--- config.mk ---
export PLATFORM = sky130hd
export DESIGN_NAME = base64_stream_decoder
export DESIGN_NICKNAME = d
export VERILOG_FILES = /design/src/design/bsd_pkg.sv /design/src/design/base64_stream_decoder.sv /design/src/design/bsd_decode.sv /design/src/design/bsd_serializer.sv
export SDC_FILE = /design/constraint.sdc
export NUM_CORES = 1
export LEC_CHECK = 0
export ABC_AREA = 1
export BUFFER_PORTS_ARGS = -buffer_cell sky130_fd_sc_hd__buf_2
export CORE_ASPECT_RATIO = 0.6
export CORE_MARGIN = 2
export CORE_UTILIZATION = 40
export DETAILED_ROUTE_END_ITERATION = 7
export HOLD_SLACK_MARGIN = 0.08
export PLACE_DENSITY = 0.59
export SLEW_MARGIN = 10
export SYNTH_ARGS = -nofsm -noshare
export SYNTH_HDL_FRONTEND = slang
export SYNTH_SLANG_ARGS = --single-unit
--- constraint.sdc ---
create_clock -name clk -period 3.01 [get_ports clk]
set_input_delay 0.301 -clock clk [delete_from_list [all_inputs] [get_ports clk]]
set_output_delay 0.301 -clock clk [all_outputs]
set_load 0.005 [all_outputs]
--- src/design/bsd_pkg.sv ---
// shared types, constants and the character-to-sextet map of the base64 stream decoder
`default_nettype none

package bsd_pkg;

  localparam logic [7:0] PAD_CHAR = 8'h3D;

  // up to three decoded bytes of one group, first byte in slot 0
  typedef struct packed {
    logic [2:0][7:0] data;
    logic [1:0]      count;
    logic            fin;
  } grp_t;

  function automatic logic [5:0] sextet_of(input logic [7:0] c);
    logic [7:0] d;
    d = 8'd0;
    if (c >= 8'h41 && c <= 8'h5A) begin
      d = c - 8'h41;
    end else if (c >= 8'h61 && c <= 8'h7A) begin
      d = c - 8'h61 + 8'd26;
    end else if (c >= 8'h30 && c <= 8'h39) begin
      d = c - 8'h30 + 8'd52;
    end else if (c == 8'h2B || c == 8'h2D || c == 8'h2E) begin
      d = 8'd62;
    end else if (c == 8'h2C || c == 8'h2F || c == 8'h5F) begin
      d = 8'd63;
    end
    return d[5:0];
  endfunction

endpackage

`default_nettype wire

--- src/design/base64_stream_decoder.sv ---
// top level of the base64 stream decoder: input register, decode and byte output
// an item is accepted into the input register and decoded there; its bytes load the
// output register as it moves on, making the first byte valid; unless stalled, one
// character is taken per cycle and a group's bytes leave one per cycle, so a character
// that yields bytes waits until the output register is empty or gives up its last byte
// synchronous reset empties both registers and clears the group state
`default_nettype none

module base64_stream_decoder (
  input  wire logic       clk,
  input  wire logic       rst,
  input  wire logic       symbol_valid,
  output logic            symbol_stall,
  input  wire logic [7:0] symbol,
  input  wire logic       final_symbol,
  output logic            byte_valid,
  input  wire logic       byte_stall,
  output logic [7:0]      out_byte,
  output logic            last_byte
);
  import bsd_pkg::*;

  logic       in_full;
  logic [7:0] sym_q;
  logic       fin_q;
  logic       adv;
  logic       free;
  logic       accept;
  grp_t       dec_grp;

  assign adv          = in_full && (dec_grp.count == 2'd0 || free);
  assign symbol_stall = in_full && !adv;
  assign accept       = symbol_valid && !symbol_stall;

  always_ff @(posedge clk) begin
    if (rst) begin
      in_full <= 1'b0;
    end else if (accept) begin
      in_full <= 1'b1;
    end else if (adv) begin
      in_full <= 1'b0;
    end
  end

  always_ff @(posedge clk) begin
    if (accept) begin
      sym_q <= symbol;
      fin_q <= final_symbol;
    end
  end

  bsd_decode u_decode (
    .clk (clk),
    .rst (rst),
    .sym (sym_q),
    .fin (fin_q),
    .adv (adv),
    .grp (dec_grp)
  );

  bsd_serializer u_serializer (
    .clk        (clk),
    .rst        (rst),
    .load       (adv && dec_grp.count != 2'd0),
    .grp        (dec_grp),
    .free       (free),
    .byte_valid (byte_valid),
    .byte_stall (byte_stall),
    .out_byte   (out_byte),
    .last_byte  (last_byte)
  );

  // characters that yield no bytes never hold up the input
  assert property (@(posedge clk) disable iff (rst)
    in_full && dec_grp.count == 2'd0 |-> !symbol_stall)
    else $error("byte-free item stalled");

  // a held item keeps its character until it moves on
  assert property (@(posedge clk) disable iff (rst)
    in_full && !adv |=> in_full && $stable(sym_q) && $stable(fin_q))
    else $error("held item lost");

  // only a final character yields a short group
  assert property (@(posedge clk) disable iff (rst)
    adv && !fin_q && dec_grp.count != 2'd0 |-> dec_grp.count == 2'd3)
    else $error("short non-final group");

endmodule

`default_nettype wire

--- src/design/bsd_decode.sv ---
// group state and decode of one character into zero to three bytes
`default_nettype none

module bsd_decode (
  input  wire logic        clk,
  input  wire logic        rst,
  input  wire logic [7:0]  sym,
  input  wire logic        fin,
  input  wire logic        adv,
  output bsd_pkg::grp_t    grp
);
  import bsd_pkg::*;

  logic [17:0] acc;
  logic [1:0]  pos;
  logic        third_pad;

  logic [5:0]  s;
  logic [23:0] n;
  logic [23:0] aligned;
  logic        pad;

  assign s   = sextet_of(sym);
  assign n   = {acc, s};
  assign pad = (sym == PAD_CHAR);

  always_comb begin
    case (pos)
      2'd0:    aligned = {s, 18'd0};
      2'd1:    aligned = {acc[5:0], s, 12'd0};
      2'd2:    aligned = {acc[11:0], s, 6'd0};
      default: aligned = n;
    endcase
  end

  always_comb begin
    grp.data[0] = aligned[23:16];
    grp.data[1] = aligned[15:8];
    grp.data[2] = aligned[7:0];
    grp.fin     = fin;
    if (!fin) begin
      grp.count = (pos == 2'd3) ? 2'd3 : 2'd0;
    end else begin
      case (pos)
        2'd0, 2'd1: grp.count = 2'd1;
        2'd2:       grp.count = pad ? 2'd1 : 2'd2;
        default: begin
          if (!pad) grp.count = 2'd3;
          else      grp.count = third_pad ? 2'd1 : 2'd2;
        end
      endcase
    end
  end

  always_ff @(posedge clk) begin
    if (rst) begin
      acc       <= '0;
      pos       <= '0;
      third_pad <= 1'b0;
    end else if (adv) begin
      if (fin || pos == 2'd3) begin
        acc       <= '0;
        pos       <= '0;
        third_pad <= 1'b0;
      end else begin
        acc <= n[17:0];
        pos <= pos + 2'd1;
        if (pos == 2'd2) third_pad <= pad;
      end
    end
  end

endmodule

`default_nettype wire

--- src/design/bsd_serializer.sv ---
// output register that holds one decoded group and hands out its bytes one at a time
`default_nettype none

module bsd_serializer (
  input  wire logic          clk,
  input  wire logic          rst,
  input  wire logic          load,
  input  wire bsd_pkg::grp_t grp,
  output logic               free,
  output logic               byte_valid,
  input  wire logic          byte_stall,
  output logic [7:0]         out_byte,
  output logic               last_byte
);
  import bsd_pkg::*;

  logic [2:0][7:0] data;
  logic [1:0]      count;
  logic            fin;
  logic            take;

  assign byte_valid = (count != 2'd0);
  assign take       = byte_valid && !byte_stall;
  // free now, or the last held byte leaves at this edge
  assign free       = (count == 2'd0) || (count == 2'd1 && take);
  assign out_byte   = data[0];
  assign last_byte  = fin && (count == 2'd1);

  always_ff @(posedge clk) begin
    if (rst) begin
      count <= '0;
      fin   <= 1'b0;
    end else if (load) begin
      data  <= grp.data;
      count <= grp.count;
      fin   <= grp.fin;
    end else if (take) begin
      data[0] <= data[1];
      data[1] <= data[2];
      count   <= count - 2'd1;
    end
  end

endmodule

`default_nettype wire

==> results.yml <==
synthesis:
  synthTopCellsByCount: "nand2_1, inv_1, nand3_1"
  ys_ff_latch: 58
  synth.most_common_cell: "nand2_1"
  yosysUniqueCellTypes: 32
  synth_top_cell_by_area: "edfxtp_1"
  yosys_warnings: 0
  synth_cells: 489
  seq_area_frac_synth: 0.408
  syn_area_mm2: 0.00365
  synthTopCellsByArea: "edfxtp_1, dfxtp_1, nand2_1"
  synthFlopType: "edfxtp_1"
  synth_edf_count: 33
  syn_area_per_cell_um2: 7.47
  yosysTopAreaCellShare: 0.271
  postSynth.asyncResetShare: 0
  syn-num-nets: 519
floorplanning:
  dieArea_mm2: 0.00994
  rows: 26
  die_x_um: 127
  ios: 24
  die_y_um: 78.0
  initial_core_util: 0.421
  fp.coreArea_mm2: 0.00869
power_and_ir_drop:
  powerDensity_mw_per_mm2: 563
  ir_drop_mv: 0.257
  p_leak_nw: 1.77
sta:
  finalSetupViolations: 0
  grt_setup_unrepaired: "no"
  fin_skew_ns: 0.00799
  finalCritPeriodShare: 0.881
  fin_crit_ns: 2.65
  worst_pin_slew_ns: 0.537
  maxSlewHeadroom: 0.641
  tns_ns: 0
  clock.fmax_mhz: 377
  report.final.slew_viol_count: 0
  finalHoldViolCount: 0
  whs_ns: 0.143
clocking:
  cts_tree: "done"
  clock_latency_ns: 0.33
  htree_levels: 3
  cts_root_buffer: "clkbuf_16"
  postCtsSetupBuffers: 0
  cts_sinks: 58
  hold_buffers: 0
  cts_buffers: 9
  post_cts_resized: 0
  clock_path_buffers: 2
  path_clk_slew_ns: 0.05
placed_design:
  io_buffers: 23
  gp_congestion: 0.948
  dp_hpwl_mm: 7.48
critical_path:
  worstSetupStartpointType: "register"
  crit_path_end_kind: "register"
  cp_max_fo: 12
  cp_data_required_time_ns: 3.21
  setup.worst_path.class: "reg -> reg"
  arrival_ns: 2.85
detailed_routing:
  routed_wl_mm: 10.1
  routed_via_density: 5.27
  drt_iter0_markers: 337
  remaining_drc_errors: 0
  vias: 3250
  dr.pass1.iters: 5
  wl_per_cell_um: 16.3
  ant_nets: 0
grt:
  grt_pass1_vias: 3003
  grt_first_pass_wirelength_mm: 16.2
  track_usage: 0.217
  grt_max_degree: 27
  grt-ovfl-total: 0
  antenna_found_initial: 0
run_status:
  status: "finished clean"
finish:
  nets: 530
  fill_cells: 854
  antenna_cells: 0
  syn_to_final_growth_pct: 10.9
  drive_above_1_share: 0.123
job:
  drv_cap: 0
min_path:
  hold_class: "in -> reg"
## final cells by class
class	count	area, µm²	share of cell area
Sequential cell	58	1490	0.368
Tap cell	112	140	0.0346
Clock inverter	1	5.00	0.00124
Inverter	55	206	0.0510
Timing Repair Buffer	32	183	0.0451
Multi-Input combinational cell	344	1770	0.436
Clock buffer	15	258	0.0636
## worst paths after layout
path | from | endpoint | slack [ns] | cells after the start
max | sym_q[2] | u_serializer.data[9] | 0.36 | 13
min reg2reg | u_decode.acc[16] | u_decode.acc[16] | 0.46 | 2
max reg2reg | sym_q[2] | u_serializer.data[9] | 0.36 | 13
min | symbol[3] | sym_q[3] | 0.14 | 1
## worst max-delay path, cell delays in order, from the launching register on
cell and delay (ns):
edfxtp_1 0.60, inv_1 0.17, ha_1 0.27, nand2_1 0.14
nand4_1 0.18, nand2_1 0.10, inv_1 0.04, nand2_1 0.24
inv_1 0.17, nand2_1 0.17, nand2_1 0.14, o21ai_0 0.17
nand2_1 0.07, nand2_1 0.06
## power breakdown
group,total (mW),switching [mW],internal (mW)
sequential,0.941,0.0380,0.903
clock,0.915,0.337,0.578
combinational,0.425,0.295,0.131
total,2.28,0.669,1.61
## kinds of logic after synthesis
group,synth area share
xor gates and xnor gates,0.0168
adders and majority gates,0.0582
AOI/OAI and AO/OA,0.0983
and+or+nand+nor,0.310
buffers and inverters,0.108
DFF,0.408
## state kept, by name, summed over array words and instances (netlist names)
signal,flops
u_decode.acc,18
u_serializer.count,2
u_serializer.fin,1
in_full,1
u_decode.pos,2
u_serializer.data,16
sym_q,8
u_serializer.out_byte,8
u_decode.third_pad,1
fin_q,1
## through the flow
stage               power, mW  utilization  std cells  worst slack, ns  area, µm²
floorplan                1.26            -        489            0.107       3650
global placement         1.37        0.436        601            0.447       3790
detailed placement       1.37        0.436        601            0.414       3790
CTS                      2.30        0.466        617            0.391       4050
global route             2.40        0.466        617           0.0548       4050
finish                   2.28        0.466        617            0.358       4050
## metal layers
| metal | vias up | share of wire | GRT usage |
|---|---|---|---|
| met3 | 9 | 0.10 | 0.0832 |
| li1 | 1619 | - | - |
| met5 | - | 0 | 0 |
| met2 | 123 | 0.36 | 0.268 |
| met1 | 1499 | 0.53 | 0.339 |
| met4 | 0 | 0.0095 | 0.0560 |
## placed cells by master, fill, tap and decap left out, drive strengths merged
master,count
nand2,136
inv,55
nand3,51
nor2,43
edfxtp,33
buf,32
a21oi,29
dfxtp,25
o21ai,20
nand4,17
ha,17
clkbuf,15
xor2,7
a221oi,6
or2,6
a22oi,4
nor3,3
o22ai,2
nand3b,1
o21a,1
a21boi,1
clkinv,1
No activity file was read; power rests on OpenSTA's default activity.
